$ cat config.mk
export PLATFORM = sky130hd
export DESIGN_NAME = gbm_log_cell
export DESIGN_NICKNAME = d
export VERILOG_FILES = /design/src/design/gbm_log_cell.sv
export SDC_FILE = /design/constraint.sdc
export NUM_CORES = 2
export LEC_CHECK = 0
export ABC_AREA = 0
export BUFFER_PORTS_ARGS = -buffer_cell sky130_fd_sc_hd__buf_2
export CAP_MARGIN = 5
export CORE_AREA = 2 2 243 245
export CTS_CLUSTER_SIZE = 20
export DETAILED_ROUTE_END_ITERATION = 12
export DIE_AREA = 0 0 245 247
export MAX_ROUTING_LAYER = met4
export PLACE_DENSITY = 0.69
export SYNTH_ARGS = -nofsm -noshare
export SYNTH_HDL_FRONTEND = slang
export SYNTH_SLANG_ARGS = --single-unit
$ cat constraint.sdc
create_clock -name clk -period 13.35 [get_ports clk]
set_clock_uncertainty 0.15 [all_clocks]
set_input_delay 2.67 -clock clk [delete_from_list [all_inputs] [get_ports clk]]
set_output_delay 2.67 -clock clk [all_outputs]
set_load 0.005 [all_outputs]
$ cat src/design/gbm_log_cell.sv
// One squaring step of the log2 mantissa chain.
// Depends on nothing but its parameters.
`timescale 1ns / 1ps

module gbm_log_cell #(
  parameter int FRAC_W = 16,
  parameter int TAG_W  = 6
) (
  input  logic              clk,
  input  logic              en,
  input  logic [31:0]       m_in,
  input  logic [FRAC_W-1:0] frac_in,
  input  logic [TAG_W-1:0]  tag_in,
  output logic [31:0]       m_out,
  output logic [FRAC_W-1:0] frac_out,
  output logic [TAG_W-1:0]  tag_out
);

  logic [63:0] sq;
  logic [32:0] t;
  logic [31:0] m_next;

  always_comb begin
    sq = 64'(m_in) * 64'(m_in);
    t = sq[63:31];
    m_next = t[32] ? t[32:1] : t[31:0];
  end

  always_ff @(posedge clk) begin
    if (en) begin
      m_out    <= m_next;
      frac_out <= {frac_in[FRAC_W-2:0], t[32]};
      tag_out  <= tag_in;
    end
  end

endmodule

== Yosys cells after proc, flatten, opt, wreduce, memory -nomap -nowiden ==
Cells that the tools add are included.

* Add/sub/neg operators: 0
* $mul: 1
* Div/mod/pow operators: 0
* Magnitude comparators: 0
* Eq/ne operators: 0
* Shift-type cells: 0
* Muxes and demuxes: 1
* Bitwise logic cells: 0
* Reductions and logical operators: 0

{| class="wikitable"
|+ Operator list
! cell !! number
|-
| $mul 32x32->64 || 1
|-
| $mux 31 || 1
|}

* Flip-flop bits (word level): 54
* Latch bits: 0
* Bits in writable memories: 0
* ROM bits: 0
* Input port bits: 56
* Output and inout port bits: 54
* Word-level logic and storage cells: 6
* Memories: 0

== Longest topological paths before layout ==
* Word-level depth: 2
* Depth in mapped cells: 30
* Mapped depth without buffers: 26

== Worst setup path before layout ==
OpenSTA, ideal clock, no wires.

* Path type: input to register
* Start: input m_in[23]
* End: register m_out[10] (data pin)
* Library setup time: 0.260 ns
* Data arrival time: 10.021 ns
* Data required time: 12.940 ns
* Slack: 2.918 ns
* Cell stages on the path: 26
* Buffers on the path: 4
* Path through: clkbuf_1 clkbuf_1 nand2_1 fa_1 inv_1 fa_1 fa_1 inv_1 fa_1 inv_1 fa_1 fa_1 fa_1 fa_1 ha_1 and3_1 and4_1 o211ai_1 a311oi_1 o21ai_1 o211a_1 o21a_4 or3_1 buf_6 buf_12 mux2_4

* Longest elaborated chain between the ends: 2

{| class="wikitable"
|+ Ends and longest elaborated chain
! item !! RTL line !! text
|-
| start, declared || 11 || <nowiki>input logic [31:0] m_in,</nowiki>
|-
| $mul 32x32->64 || 24 || <nowiki>sq = 64'(m_in) * 64'(m_in);</nowiki>
|-
| $mux 31 || 26 || <nowiki>m_next = t[32] ? t[32:1] : t[31:0];</nowiki>
|-
| named net m_next[10] || 21 || <nowiki>logic [31:0] m_next;</nowiki>
|-
| end signal, assigned || 31 || <nowiki>m_out <= m_next;</nowiki>
|-
| end, declared || 14 || <nowiki>output logic [31:0] m_out,</nowiki>
|}

The timed path passes the listed nets, and every way through them passes these cells.
A chain may end at the register's enable or synchronous reset.

== Worst setup path in the final report ==
* Start: input m_in[18]
* End: register m_out[30] (data pin)

The elaborated chain is that of the path after synthesis.

==> run metrics <==
status complete, no violations; Die Area between 60,000 and 70,000 um2; final net count approximately 4,400; share of cells above drive strength 1 about 5.5%; postcts setup bufs 0; CTS H-tree depth 2; setup tns final 0 ps; I/O pin count between 100 and 150; initial antenna violation count 0; total of max-cap violations 0; TritonCTS clock tree yes; first-pass GRT wire length 124 mm; Slew Limit Fails 0; Slew Limit Headroom around 33%; startpoint types input pin; Via Count ~21,000; Cell variety after synth 67; Min-Delay Path Class in2reg; residual DRC count 0; Via density about 5.3; initial core utilization between 50% and 60%; top cells by count, synth inv_1 (986), fa_1 (791), ha_1 (300); post-synth top area cell fa_1; DPL Wire Length 62.9 mm; Sink Count 54; vias in the first global route 23,200; Syn Nets roughly 4,400; final hold vios 0; Routed Antenna Nets 0; ranking of synthesized cells by area fa_1 (50%), ha_1 (12%), inv_1 (12%); die height 247 um; EDFF count, synth 54; area share of the largest cell type after synthesis between 50% and 60%; DRT Pass-1 Iters 5; Mapped Area 31,500 um2; Async SR Flop Fraction 0%; Most used DFF post-synth edfxtp_1; Worst-path clk slew 70 ps; post-CTS sizing 0; largest net degree at the start of global routing between 50 and 60; total gr overflow 0; Max Clk Rate 87.1 MHz; final wirelength between 70 and 80 mm; layout overhead on the synthesized area 4.19%; top-count cell post-synth inv_1; Num CTS Buffers 5; Max Root-Sink Buffers 2; post-synthesis average cell area about 9.6 um2; Core Region approximately 58,000 um2; period utilisation layout between 80% and 90%; CTS Hold Bufs 0; CP Capture Type flop; critical path type in2reg; total track usage between 20% and 30%; Worst Tran Pin Value 1010 ps; WP data required between 10,000 and 15,000 ps; drt wl/cell roughly 19 um; Post-Syn Instances 3,282; Critical Path AT about 11,000 ps; Initial DRC Count between 1,000 and 1,500; post-synthesis sequential area ratio under 10%; unrepaired setup endpoints after global routing false; Tmin final roughly 11,000 ps; Final setup viols 0; Crit Path Max Fanout 28; row cnt approximately 90; # diodes 0; Syn. warnings 0; gpl congestion between 0.9 and 1; port bufs about 110; DIE WIDTH 245 um; Root Buffer clkbuf_16; Synth Register Bits 54
==> logic make-up (layout without fill, tap and decap cells) <==
group | count (synthesis) | after routing | share of synthesized area (%)
buffers and inverters | 1111 | 1127 | 13.4
DFF | 54 | 54 | 5.15
muxes | 30 | 30 | 1.21
and+or+nand+nor | 683 | 683 | 10.8
adders and majority gates | 1091 | 1091 | 62.3
AOI/OAI and AO/OA | 238 | 238 | 5.11
xor gates and xnor gates | 75 | 75 | 2.09
==> metrics by stage <==
stage               hold slack [ps]  utilization (%)  cells  cell area [um2]  setup WS (ps)
global route                   2380             56.3   4071            32800           1500
finish                         2390             56.3   4071            32800           1870
floorplan                      2620                -   3282            31500           2920
global placement               2700             56.0   4064            32600           1670
detailed placement             2700             56.0   4064            32600           1580
CTS                            2380             56.3   4071            32800           1850
==> sequential cells by signal (all words and copies together), names as in the netlist <==
register  count
frac_out     16
m_out        32
tag_out       6
==> worst paths after layout <==
path | to | cells past startpoint | slack, ps | startpoint
hold / removal | frac_out[14] | 1 | 2390 | frac_in[13]
setup / recovery | m_out[30] | 26 | 1870 | m_in[18]
==> critical path, cell delays in order <==
cell and delay, ps:
buf_2 620, buf_4 330, nand2_1 120, inv_1 100, fa_1 440, fa_1 550
inv_1 60, fa_1 490, fa_1 510, inv_1 60, fa_1 550, fa_1 430
fa_1 500, fa_1 410, ha_1 420, nand2_1 70, o21ai_0 350, nand4_1 200
a311oi_1 300, o21ai_1 120, buf_4 180, o211a_1 270, o21a_4 280, or3_2 800
buf_4 320, a221oi_2 270
==> cells in the final DEF, fill, tap and decap left out, types with 12 or more instances in the layout <==
cell type    n
xor2_1      34
mux2i_1     12
mux2_4      15
nand4_1     19
ha_1       300
nor3_1      14
inv_1      986
xnor2_1     41
and2_1     235
o21bai_1    17
fa_1       791
nor2_1      62
edfxtp_1    54
nand2_1    294
a21o_1      37
a21oi_1     66
buf_2      108
o21ai_0     29
buf_4       25
==> area by class of cell <==
type	count	area, um2
Inverter	987	3700
Clock buffer	5	125
Clock inverter	2	13.8
Multi-Input combinational cell	2117	25600
Sequential cell	54	1620
Fill cell	5182	25500
Tap cell	773	967
Timing Repair Buffer	133	728
==> metal layers <==
layer  wire [um]  GRT usage, %
met2       38800          47.0
met5           0             -
met3        3700          1.79
met4        2570          7.94
met1       31000          35.6
Power is left out: the tool's default activity adds up to more than one toggle a clock period on the data nets, which glitch-free logic cannot reach.
