===== src/design/gbm_pkg.sv =====
// Shared types, constants and elaboration-time helpers for the Box-Muller
// Gaussian generator. No dependencies.
`timescale 1ns / 1ps

package gbm_pkg;

  localparam int UNIFORM_BITS_DEF = 16;
  localparam int FUNC_ITER_DEF    = 16;

  localparam int CODE_W      = 16;
  localparam int SAMPLE_W    = 18;
  localparam int CFG_W       = 16;
  localparam int CFG_INDEX_W = 1;

  localparam logic [CFG_INDEX_W-1:0] REG_MEAN  = CFG_INDEX_W'(0);
  localparam logic [CFG_INDEX_W-1:0] REG_SCALE = CFG_INDEX_W'(1);

  localparam logic signed [CFG_W-1:0] MEAN_RESET  = CFG_W'(0);
  localparam logic [CFG_W-1:0]        SCALE_RESET = CFG_W'(4096);

  // datapath widths
  localparam int DQ_W     = 29;  // -log2(u) in Q24
  localparam int W_W      = 30;  // -2 ln u in Q24
  localparam int RT_W     = 56;  // square root remainder / root working width
  localparam int R_W      = 27;  // final root, Q24
  localparam int SQ_STEPS = 27;  // root digits
  localparam int CV_W     = 33;  // cordic x, y, z
  localparam int PH_W     = 28;  // phase remainder within a quadrant

  localparam logic [14:0] LN4_HI    = 15'h58B9;  // 2 ln 2, Q30, split
  localparam logic [15:0] LN4_LO    = 16'h0BFC;
  localparam logic [15:0] HALFPI_HI = 16'h6487;  // pi/2, Q30, split
  localparam logic [15:0] HALFPI_LO = 16'hED51;

  localparam logic signed [CV_W-1:0] CORDIC_GAIN = CV_W'(652032875);

  localparam logic signed [SAMPLE_W-1:0] OUT_MAX = SAMPLE_W'(131071);
  localparam logic signed [SAMPLE_W-1:0] OUT_MIN = SAMPLE_W'(-131072);

  typedef struct packed {
    logic [CODE_W-1:0] u_code;
    logic [CODE_W-1:0] v_code;
  } req_t;

  typedef struct packed {
    logic signed [SAMPLE_W-1:0] normal_sample;
    logic                       saturated;
  } rsp_t;

  function automatic logic signed [CV_W-1:0] atan_entry(input int i);
    logic signed [CV_W-1:0] a;
    case (i)
      0: a = CV_W'(843314857);
      1: a = CV_W'(497837830);
      2: a = CV_W'(263043837);
      3: a = CV_W'(133525159);
      4: a = CV_W'(67021687);
      5: a = CV_W'(33543515);
      6: a = CV_W'(16775851);
      7: a = CV_W'(8388437);
      8: a = CV_W'(4194283);
      9: a = CV_W'(2097149);
      default: a = (i <= 30) ? (CV_W'(1) <<< (30 - i)) : '0;
    endcase
    return a;
  endfunction

  // log2 with iters fraction bits; used on constants only
  function automatic logic [63:0] log2_fixed(input logic [31:0] c, input int iters);
    int e;
    logic [63:0] m;
    logic [63:0] sq;
    logic [63:0] frac;
    e = 0;
    for (int k = 0; k < 32; k++) begin
      if (c[k]) e = k;
    end
    m = 64'(c) << (31 - e);
    frac = '0;
    for (int i = 0; i < iters; i++) begin
      sq = m * m;
      m = sq >> 31;
      frac = frac << 1;
      if (m[32]) begin
        m = m >> 1;
        frac[0] = 1'b1;
      end
    end
    return (64'(e[4:0]) << iters) | frac;
  endfunction

endpackage


===== src/design/gbm_cordic_cell.sv =====
// One CORDIC rotation step in rotation mode.
// Depends on gbm_pkg for widths and the arctangent table.
`timescale 1ns / 1ps

module gbm_cordic_cell #(
  parameter int STEP  = 0,
  parameter int TAG_W = 2
) (
  input  logic                            clk,
  input  logic                            en,
  input  logic signed [gbm_pkg::CV_W-1:0] x_in,
  input  logic signed [gbm_pkg::CV_W-1:0] y_in,
  input  logic signed [gbm_pkg::CV_W-1:0] z_in,
  input  logic [TAG_W-1:0]                tag_in,
  output logic signed [gbm_pkg::CV_W-1:0] x_out,
  output logic signed [gbm_pkg::CV_W-1:0] y_out,
  output logic signed [gbm_pkg::CV_W-1:0] z_out,
  output logic [TAG_W-1:0]                tag_out
);

  localparam logic signed [gbm_pkg::CV_W-1:0] ATAN = gbm_pkg::atan_entry(STEP);

  logic signed [gbm_pkg::CV_W-1:0] xs;
  logic signed [gbm_pkg::CV_W-1:0] ys;

  assign xs = x_in >>> STEP;
  assign ys = y_in >>> STEP;

  always_ff @(posedge clk) begin
    if (en) begin
      if (z_in >= 0) begin
        x_out <= x_in - ys;
        y_out <= y_in + xs;
        z_out <= z_in - ATAN;
      end else begin
        x_out <= x_in + ys;
        y_out <= y_in - xs;
        z_out <= z_in + ATAN;
      end
      tag_out <= tag_in;
    end
  end

endmodule


===== config.mk =====
export PLATFORM = sky130hd
export DESIGN_NAME = gbm_cordic_cell
export DESIGN_NICKNAME = d
export VERILOG_FILES = /design/src/design/gbm_pkg.sv /design/src/design/gbm_cordic_cell.sv
export SDC_FILE = /design/constraint.sdc
export NUM_CORES = 1
export LEC_CHECK = 0
export BUFFER_PORTS_ARGS = -buffer_cell sky130_fd_sc_hd__buf_2
export CELL_PAD_IN_SITES_DETAIL_PLACEMENT = 1
export CELL_PAD_IN_SITES_GLOBAL_PLACEMENT = 1
export CORE_ASPECT_RATIO = 0.75
export CORE_MARGIN = 2
export CORE_UTILIZATION = 46
export DETAILED_ROUTE_END_ITERATION = 12
export PLACE_DENSITY_LB_ADDON = 0.1
export SLEW_MARGIN = 5
export SYNTH_ARGS = -nofsm -noshare
export SYNTH_HDL_FRONTEND = slang
export SYNTH_SLANG_ARGS = --single-unit
export TNS_END_PERCENT = 50

===== constraint.sdc =====
create_clock -name clk -period 8.04 [get_ports clk]
set_input_delay 1.608 -clock clk [delete_from_list [all_inputs] [get_ports clk]]
set_output_delay 1.608 -clock clk [all_outputs]
set_load 0.05 [all_outputs]

# After elaboration in Yosys (flattened, before gate mapping)
# Index checks and enable logic that the tools add are counted.
word_totals:
  reg_bits: 101
  inputBits: 103
  output_inout_bits: 101
  word_cells: 13
classes:
  addsub: 5
  n_lt_le_gt_ge: 1
  muxes: 3
op_table:
  columns: ["operator", "n"]
  rows:
  - ["$mux W33", 3]
  - ["$sub A33 B33 Y33", 2]
  - ["$add A33 B31 Y33 const B", 1]
  - ["$add A33 B33 Y33", 1]
  - ["$ge A33 B1 Y1 const B", 1]
  - ["$sub A33 B31 Y33 const B", 1]

# Longest topological paths before layout
depth:
  word_depth: 2
  ltp_mapped: 13

# Least setup slack after synthesis
# No wires, ideal clock.
synth_timing:
  path_kind: "input -> register"
  startpoint: "input z_in[32] (netlist bit)"
  endpoint: "register z_out[27] (netlist bit) (data pin)"
  setup_ps: 265
  arrival_time_ps: 4386
  t_required_ps: 7775
  path_slack_ps: 3389
  stages: 13
  cell_sequence: "clkbuf_1 > clkinv_1 > buf_2 > ha_1 > and3_1 > nand4_1 > a21o_1 > nand3b_1 > o31ai_2 > nor3_1 > o41ai_2 > o21ai_0 > xor2_1"
synth_between:
  elab_chain_cells: 2
synth_rtl:
  columns: ["element", "line", "rtl"]
  rows:
  - ["from (decl)", "gbm_cordic_cell.sv:13", "input logic signed [gbm_pkg::CV_W-1:0] z_in,"]
  - ["$ge A33 B1 Y1", "gbm_cordic_cell.sv:31", "if (z_in >= 0) begin"]
  - ["$mux W33", "gbm_cordic_cell.sv:31", null]
  - ["to (signal assigned)", "gbm_cordic_cell.sv:34", "z_out <= z_in - ATAN;"]
  - ["to (signal assigned)", "gbm_cordic_cell.sv:38", "z_out <= z_in + ATAN;"]
  - ["to (decl)", "gbm_cordic_cell.sv:17", "output logic signed [gbm_pkg::CV_W-1:0] z_out,"]
# Every way passes these cells.
# A chain may end at the register's enable or synchronous reset.

# Final worst setup path
layout_timing:
  startpoint: "input z_in[32] (netlist bit)"
  endpoint: "register z_out[32] (netlist bit) (data pin)"
layout_between:
  elab_chain_cells: 2
layout_rtl:
  columns: ["element", "line"]
  rows:
  - ["$add A33 B31 Y33, or another cell as far along", "gbm_cordic_cell.sv:38"]
  - ["$mux W33 *", "gbm_cordic_cell.sv:31"]
# Every way passes the cells marked *; elsewhere a longest branch is shown, timed or not.

==> results.cfg <==
[clock_network]
htreeDepth = 3
tritoncts = yes
clkSinkCount = 100
postCtsSetupBuffers = 0
path_clk_slew_ps = 80
clock_path_buffers = 2
cts_hold_buffers = 0
root_buffer = clkbuf_16
cts_buffers = 9
cts_resized = 0

[power]
power.density_mw_per_mm2 = 190.1
p_leak_uw = 0.005305
peakVddDrop_uv = 127.5
total_power_uw = 2245

[sta]
finalMaxSlewViolations = 0
hold_ws_ps = 1418
fin_crit_sh_pct = 70.73
period_minus_slack_ps = 5686
slew_headroom_pct = 29.23
tightest_slew_ps = 1055
final_hold_viol_count = 0
fmax_mhz = 175.9
tns_ps = 0
rsz0062_at_grt = no
setup_viol = 0

[routing]
avgViaCountPerCell = 5.899
first_iter_violations = 868
wl_per_cell_um = 20.69
detail_route.wirelength_um = 34310
drc = 0
detail-route-antenna-nets = 0
via_count = 9780
drt_pass1_iterations = 5

[final_layout]
drive_above_1_share_pct = 18.33
n_antenna_cell = 0
final_cell_mix = buf_2, ha_1, a21oi_1
final_common_cell = buf_2
multiInputGateArea_mm2 = 0.006664
regArea_mm2 = 0.003003
fillers = 2726
area_growth_pct = 14.54
layout.nets = 1598

[placed_design]
routabilityCongestion = 0.9259
post-dp-hpwl_um = 27330
port_buffers = 203

[synth]
synth_edf_count = 100
synthCells = 1189
ys_seq_area_share_pct = 29.13
synth-main-ff-cell = edfxtp_1
synth.top_cell.area_share_pct = 29.13
synth_area_mm2 = 0.01031
yosys_warnings = 0
syn-num-nets = 1428
yosys.area.top_type = edfxtp_1
syn_avg_cell_area_um2 = 8.669
ys_top_cells_by_area = edfxtp_1, ha_1, a21oi_1, xnor2_1, inv_1
ys_ff_latch = 100
async_flop_share_pct = 0
synth_cell_types = 79

[grt]
grt-ovfl-total = 0
track_usage_pct = 28.84
grt_pass1_wl_um = 53380
grt_pass1_vias = 9675
grt_start_max_net_pins = 68
antenna_found_initial = 0

[setup_path]
critPathCaptureType = flop
crit_fanout = 40
arrival_ps = 5870
worstSetupPathType = input port to flop
critPathLaunchType = input port
required_ps = 8230

[die]
die_h_um = 133.6
die_width_um = 176.9
start_util_pct = 46.74
die-area_mm2 = 0.02363
core_mm2 = 0.02205
ios = 204
rows = 47

[job]
max_cap_violations = 0

[min_path]
hold_class = input port to flop

[run_status]
status = complete, no violations
-- Yosys cell counts, drive strengths merged (18+ instances only) --
cell	count
a21oi	132
ha	132
inv	109
edfxtp	100
nor2	94
o21ai	83
nand2	70
xnor2	69
a21o	41
nand3	27
buf	24
clkbuf	23
nor3	22
xor2	22
o21bai	21
o31ai	18
-- state kept, by name, summed over array words and instances, names as in the netlist --
signal	cells
tag_out	2
x_out	33
z_out	33
y_out	32
-- area by class of cell --
class	count	area share [%]
inverters	112	3.582
flip-flops and latches	100	25.43
clock inverters	7	0.6783
repair buffers	206	8.839
multi-input cells	930	56.44
clock buffers	9	1.908
well taps	294	3.116
-- stage by stage --
stage | utilization, % | instances | worst slack [ps] | cell area (µm²)
2_1_floorplan | - | 1189 | 3389 | 10310
3_3_place_gp | 52.15 | 1642 | 2170 | 11500
3_5_place_dp | 52.15 | 1642 | 2041 | 11500
4_1_cts | 53.54 | 1658 | 2419 | 11810
5_1_grt | 53.54 | 1658 | 2006 | 11810
6_report | 53.54 | 1658 | 2354 | 11810
-- path summary, 6_finish.rpt --
check / startpoint / end / slack (ps) / depth (start not counted)
setup / recovery: z_in[32] / z_out[32] / 2350 / 12
hold / removal: tag_in[1] / tag_out[1] / 1420 / 1
-- critical path: stages --
cell and delay, ps:
buf_4 410, clkinv_1 980, ha_1 740, a21oi_1 190, nand2_1 110, a221o_1 330
a31oi_1 350, o31ai_2 170, a31oi_1 280, nand2_1 140, a41o_1 290, a221oi_1 240
-- per-layer routing --
layer / wire length, µm / up-vias / global-route usage [%]
met5: 0 / - / 0
met4: 478 / 0 / 5.785
met3: 2750 / 36 / 4.538
met2: 14760 / 405 / 43.25
met1: 16320 / 4703 / 43.68
li1: - / 4636 / -
-- report_power, final --
part           switching, µW  total (µW)  internal, µW  leakage, µW
logic                    760        1060           301      0.00418
clock network            244         466           222     0.000145
registers               25.1         717           692     0.000979
-- cells by family after synthesis --
| family | count (synthesis) | synth area share, % |
|---|---|---|
| muxes | 13 | 1.262 |
| adders and majority gates | 136 | 16.80 |
| buffers and inverters | 159 | 6.215 |
| DFF | 100 | 29.13 |
| xor gates and xnor gates | 91 | 7.732 |
| and+or+nand+nor | 301 | 14.08 |
| AOI/OAI and AO/OA | 389 | 24.78 |
Power figures use the tool's default switching activity.
