--- config.mk ---
export PLATFORM = sky130hd
export DESIGN_NAME = gbm_sqrt_cell
export DESIGN_NICKNAME = d
export VERILOG_FILES = /design/src/design/gbm_pkg.sv /design/src/design/gbm_sqrt_cell.sv
export SDC_FILE = /design/constraint.sdc
export NUM_CORES = 1
export LEC_CHECK = 0
export BUFFER_PORTS_ARGS = -buffer_cell sky130_fd_sc_hd__buf_2
export CAP_MARGIN = 30
export CORE_MARGIN = 5
export CORE_UTILIZATION = 47
export CTS_BUF_LIST = sky130_fd_sc_hd__clkbuf_2 sky130_fd_sc_hd__clkbuf_4 sky130_fd_sc_hd__clkbuf_8
export DETAILED_ROUTE_END_ITERATION = 8
export PLACE_DENSITY = 0.73
export SLEW_MARGIN = 20
export SYNTH_ARGS = -nofsm -noshare
export SYNTH_HDL_FRONTEND = slang
export SYNTH_SLANG_ARGS = --single-unit
export TNS_END_PERCENT = 50
--- constraint.sdc ---
create_clock -name clk -period 11.4 [get_ports clk]
set_input_delay 1.71 -clock clk [delete_from_list [all_inputs] [get_ports clk]]
set_output_delay 1.71 -clock clk [all_outputs]
set_load 0.02 [all_outputs]
--- src/design/gbm_pkg.sv ---
// Shared types, constants and elaboration-time helpers for the Box-Muller
// Gaussian generator. No dependencies.
`timescale 1ns / 1ps

package gbm_pkg;

  localparam int UNIFORM_BITS_DEF = 16;
  localparam int FUNC_ITER_DEF    = 16;

  localparam int CODE_W      = 16;
  localparam int SAMPLE_W    = 18;
  localparam int CFG_W       = 16;
  localparam int CFG_INDEX_W = 1;

  localparam logic [CFG_INDEX_W-1:0] REG_MEAN  = CFG_INDEX_W'(0);
  localparam logic [CFG_INDEX_W-1:0] REG_SCALE = CFG_INDEX_W'(1);

  localparam logic signed [CFG_W-1:0] MEAN_RESET  = CFG_W'(0);
  localparam logic [CFG_W-1:0]        SCALE_RESET = CFG_W'(4096);

  // datapath widths
  localparam int DQ_W     = 29;  // -log2(u) in Q24
  localparam int W_W      = 30;  // -2 ln u in Q24
  localparam int RT_W     = 56;  // square root remainder / root working width
  localparam int R_W      = 27;  // final root, Q24
  localparam int SQ_STEPS = 27;  // root digits
  localparam int CV_W     = 33;  // cordic x, y, z
  localparam int PH_W     = 28;  // phase remainder within a quadrant

  localparam logic [14:0] LN4_HI    = 15'h58B9;  // 2 ln 2, Q30, split
  localparam logic [15:0] LN4_LO    = 16'h0BFC;
  localparam logic [15:0] HALFPI_HI = 16'h6487;  // pi/2, Q30, split
  localparam logic [15:0] HALFPI_LO = 16'hED51;

  localparam logic signed [CV_W-1:0] CORDIC_GAIN = CV_W'(652032875);

  localparam logic signed [SAMPLE_W-1:0] OUT_MAX = SAMPLE_W'(131071);
  localparam logic signed [SAMPLE_W-1:0] OUT_MIN = SAMPLE_W'(-131072);

  typedef struct packed {
    logic [CODE_W-1:0] u_code;
    logic [CODE_W-1:0] v_code;
  } req_t;

  typedef struct packed {
    logic signed [SAMPLE_W-1:0] normal_sample;
    logic                       saturated;
  } rsp_t;

  function automatic logic signed [CV_W-1:0] atan_entry(input int i);
    logic signed [CV_W-1:0] a;
    case (i)
      0: a = CV_W'(843314857);
      1: a = CV_W'(497837830);
      2: a = CV_W'(263043837);
      3: a = CV_W'(133525159);
      4: a = CV_W'(67021687);
      5: a = CV_W'(33543515);
      6: a = CV_W'(16775851);
      7: a = CV_W'(8388437);
      8: a = CV_W'(4194283);
      9: a = CV_W'(2097149);
      default: a = (i <= 30) ? (CV_W'(1) <<< (30 - i)) : '0;
    endcase
    return a;
  endfunction

  // log2 with iters fraction bits; used on constants only
  function automatic logic [63:0] log2_fixed(input logic [31:0] c, input int iters);
    int e;
    logic [63:0] m;
    logic [63:0] sq;
    logic [63:0] frac;
    e = 0;
    for (int k = 0; k < 32; k++) begin
      if (c[k]) e = k;
    end
    m = 64'(c) << (31 - e);
    frac = '0;
    for (int i = 0; i < iters; i++) begin
      sq = m * m;
      m = sq >> 31;
      frac = frac << 1;
      if (m[32]) begin
        m = m >> 1;
        frac[0] = 1'b1;
      end
    end
    return (64'(e[4:0]) << iters) | frac;
  endfunction

endpackage

--- src/design/gbm_sqrt_cell.sv ---
// One digit of the restoring integer square root.
// Depends on gbm_pkg for the working width.
`timescale 1ns / 1ps

module gbm_sqrt_cell #(
  parameter int K     = 0,
  parameter int TAG_W = 34
) (
  input  logic                            clk,
  input  logic                            en,
  input  logic [gbm_pkg::RT_W-1:0]        rem_in,
  input  logic [gbm_pkg::RT_W-1:0]        root_in,
  input  logic [TAG_W-1:0]                tag_in,
  output logic [gbm_pkg::RT_W-1:0]        rem_out,
  output logic [gbm_pkg::RT_W-1:0]        root_out,
  output logic [TAG_W-1:0]                tag_out
);

  localparam logic [gbm_pkg::RT_W-1:0] BITV = gbm_pkg::RT_W'(1) << (2 * K);

  logic [gbm_pkg::RT_W-1:0] trial;

  assign trial = root_in + BITV;

  always_ff @(posedge clk) begin
    if (en) begin
      if (rem_in >= trial) begin
        rem_out  <= rem_in - trial;
        root_out <= (root_in >> 1) + BITV;
      end else begin
        rem_out  <= rem_in;
        root_out <= root_in >> 1;
      end
      tag_out <= tag_in;
    end
  end

endmodule

Yosys cells after proc, flatten, opt, wreduce, memory -nomap -nowiden
Index checks and enable logic that the tools add are counted.

storage, ports and cells
  output and inout bits = 146
  input bits = 148
  flip-flop bits (word level) = 146

operators by class
  magnitude comparators = 1
  $add $sub $neg = 3
  mux-type cells = 2

operators by type and width
  kind                     number
  $add A55 B1 Y56 const B  1
  $add A56 B1 Y56 const B  1
  $ge A56 B56 Y1           1
  $mux W56                 1
  $sub A56 B56 Y56         1
  $mux W55                 1

Depth between registers and ports, before layout
  depth after elaboration = 3
  depth in mapped cells = 23

Least setup slack after synthesis
Ideal clock, no wire load.

  kind = in2reg
  start point = input port root_in[3] (netlist name)
  end point = register root_out[29] (netlist name) (data pin)
  stages on the path = 21
  arrival time = 6,655 ps
  buffers on the path = 3
  setup slack = 4,487 ps
  cell sequence = clkbuf_1 and3_1 and3_1 and4_1 nand4_1 or3_1 nor4_1 nand2_1 xor2_1 ha_1 nand4_2 or2_0 or4_4 a2111oi_4 nor4_1 or3_1 buf_2 nor4_4 buf_4 nand4_1 xnor2_1

between the ends
  longest elaborated chain between the ends = 3
  elaborated cells between the ends (all ways) = 4

RTL lines
  element                 line                 text
  start: declaration      gbm_sqrt_cell.sv:12  input logic [gbm_pkg::RT_W-1:0] root_in,
  $add A56 B1 Y56         gbm_sqrt_cell.sv:23  assign trial = root_in + BITV;
  $ge A56 B56 Y1          gbm_sqrt_cell.sv:27  if (rem_in >= trial) begin
  $mux W55 *              gbm_sqrt_cell.sv:27
  end signal: assignment  gbm_sqrt_cell.sv:29  root_out <= (root_in >> 1) + BITV;
  end signal: assignment  gbm_sqrt_cell.sv:32  root_out <= root_in >> 1;
  end: declaration        gbm_sqrt_cell.sv:15  output logic [gbm_pkg::RT_W-1:0] root_out,

Every way passes the cells marked *; elsewhere a longest branch is shown, timed or not.
A chain may end at the register's enable or synchronous reset.

Final worst setup path
  start point = input port root_in[3] (netlist name)
  end point = register root_out[38] (netlist name) (data pin)

Same word-level chain as after synthesis.

==> flow_metrics.env <==
export IMPL_status="complete, no violations"
export IMPL_worst_slack_ps=3620
export IMPL_hold_ws_ps=1410
export IMPL_synth_fa_ha_area_share_pct=7.03
export IMPL_grt_pass1_vias=9600
export IMPL_area_growth_synth_to_final_pct=18.6
export IMPL_preCtsSetupSlack_ps=3290
export IMPL_cp_start_kind="input port"
export IMPL_seqCellArea_um2=4380
export IMPL_hold_viol_final=0
export IMPL_synthesis_area_um2=10600
export IMPL_grt_setup_unrepaired="false"
export IMPL_cap_violations=0
export IMPL_worst_pin_slew_ps=891
export IMPL_final_instance_count_excl_fill=1703
export IMPL_async_flop_share_pct=0
export IMPL_dpl_hpwl_um=29100
export IMPL_cts_buffer_depth=2
export IMPL_grt_overflow_total=0
export IMPL_cts_num_sinks=146
export IMPL_placed_cells=1665
export IMPL_ios=294
export IMPL_synthesis_nets=1351
export IMPL_avgViaCountPerCell=5.84
export IMPL_cpMaxStageDelayCell="buf_4"
export IMPL_io_buffers=293
export IMPL_first_pass_iters=5
export IMPL_cts_resized=0
export IMPL_gp_congestion=1.01
export IMPL_powerDensity_nw_per_um2=126
export IMPL_nets=1606
export IMPL_yosysWarnings=0
export IMPL_timing_final_crit_share_pct=68.2
export IMPL_totalWireLength_um=36800
export IMPL_grt_max_degree=80
export IMPL_critical_path_arrival_ps=7980
export IMPL_worstHoldPathType="input port to register"
export IMPL_cts_htree_levels=4
export IMPL_final_common_cell="buf_2"
export IMPL_muxShareOfSynthArea_pct=0.200
export IMPL_antenna_found_initial=8
export IMPL_maxSlewHeadroom_pct=40.6
export IMPL_clk_pin_slew_ps=100
export IMPL_cp_required_ps=11610
export IMPL_yosysUniqueCellTypes=62
export IMPL_yosysSeqAreaShare_pct=41.3
export IMPL_synth_xor_area_share_pct=12.6
export IMPL_crit_path_max_fanout=75
export IMPL_post_cts_buffers=0
export IMPL_num_rows=55
export IMPL_cts_made_buffers=17
export IMPL_fill_cells=2064
export IMPL_p_leak_nw=5.07
export IMPL_drc=0
export IMPL_synth_top_family_by_area="simple AND/OR/NAND/NOR gates"
export IMPL_avgSynthCellArea_um2=9.27
export IMPL_detail_route_antenna_nets=0
export IMPL_max_stage_delay_ps=700
export IMPL_drive_gt1_share_pct=24.9
export IMPL_cts_root_buf="clkbuf_8"
export IMPL_yosys_area_share_simple_pct=20.3
export IMPL_drtIter0Drc=858
export IMPL_dieArea_um2=25700
export IMPL_slew_viol_final=0
export IMPL_globalRouteTotalUtil_pct=27.6
export IMPL_crit_type="input port to register"
export IMPL_fp_dieH_um=160
export IMPL_finalSetupTns_ps=0
export IMPL_synth_edf_count=146
export IMPL_routedWlPerCell_um=21.6
export IMPL_cts_tree="yes"
export IMPL_fmax_mhz=129
export IMPL_syn_inst=1144
export IMPL_synth_compound_area_share_pct=15.0
export IMPL_die_x_um=160
export IMPL_synth_flop_cell="edfxtp_1"
export IMPL_endpoint_kind="register"
export IMPL_multiInputGateArea_um2=5850
export IMPL_cts_hold_buffers=0
export IMPL_mostFrequentLayoutCells="buf_2 (292), nand2_1 (152), edfxtp_1 (146)"
export IMPL_synth_seq_cells=146
export IMPL_vdd_drop_max_mv=0.0677
export IMPL_crit_chain="buf_2 -> and3_1 -> and3_1 -> and4_1 -> nand4_1 -> or3_1 -> nor4_1 -> nand2_1 -> xor2_1 -> ha_1 -> a21o_1 -> a21o_1 -> a21oi_1 -> o21ai_0 -> nor4_1 -> or3_4 -> buf_4 -> or3_4 -> nor2_1 -> xor2_1"
export IMPL_min_period_ps=7780
export IMPL_routed_via_count=9944
export IMPL_start_util_pct=47.3
export IMPL_setup_viol=0
export IMPL_core_um2=22400
export IMPL_grt_pass1_wl_um=55300
==> cell type report <==
type | count | area share (%)
Sequential cell | 146 | 34.8
Tap cell | 285 | 2.83
Clock inverter | 14 | 0.964
Timing Repair Buffer | 300 | 12.1
Inverter | 25 | 0.745
Clock buffer | 18 | 1.92
Multi-Input combinational cell | 909 | 46.5
Antenna cell | 6 | 0.119
==> cell usage after synthesis (25+ instances only) <==
cell type,count,area share (%)
nand4_1,54,3.2
nand3_1,46,2.2
xnor2_1,92,7.6
xor2_1,61,5.0
a21oi_1,69,3.3
ha_1,58,6.8
nor2_1,82,2.9
nor3_1,27,1.3
o21ai_0,32,1.5
inv_1,25,0.88
o21ai_1,48,2.3
edfxtp_1,146,41
a21o_1,30,2.1
nand2_1,152,5.4
clkbuf_1,40,1.4
==> routing by layer <==
layer	GRT usage, %	wire length (um)	vias up
met1	36.5	15500	4640
met4	9.50	986	4
met3	6.63	3260	64
met2	44.5	17000	521
met5	0	33	-
li1	-	-	4715
==> final timing paths <==
kind	startpoint	endpoint	slack, ps	depth (start not counted)
worst max-delay path	root_in[3]	root_out[38]	3620	20
worst min-delay path	tag_in[25]	tag_out[25]	1410	1
==> state kept, by name, indices dropped and copies added, names as in the netlist <==
register and cells:
rem_out 56, root_out 56, tag_out 34
==> critical path: cells and delay by family <==
family | cells | cell delay [ps]
buffers and inverters | 2 | 860
and+or+nand+nor | 11 | 3850
xor gates and xnor gates | 2 | 420
adders and majority gates | 1 | 370
AOI/OAI and AO/OA | 4 | 720
==> cell families after synthesis <==
logic type	after synthesis
xor+xnor	153
fa+ha+maj	59
buf+inv	89
flops	146
simple gates	441
mux	2
compound gates	254
==> metrics by stage <==
| stage | power (mW) | cell area, um^2 | utilization, % |
|---|---|---|---|
| final | 1.58 | 12600 | 56.1 |
| after global routing | 1.66 | 12600 | 56.1 |
| after CTS | 1.59 | 12600 | 56.0 |
| after detailed placement | 1.18 | 12200 | 54.4 |
| after global placement | 1.18 | 12200 | 54.4 |
| after floorplan | 1.01 | 10600 | - |
==> power by group <==
part           switching, mW  internal, mW  leakage, nW
clock                  0.246         0.160        0.182
combinational          0.328         0.172         3.46
sequential            0.0162         0.661         1.43
total                  0.590         0.992         5.07
Note: power is estimated with default switching activity, not from simulation.
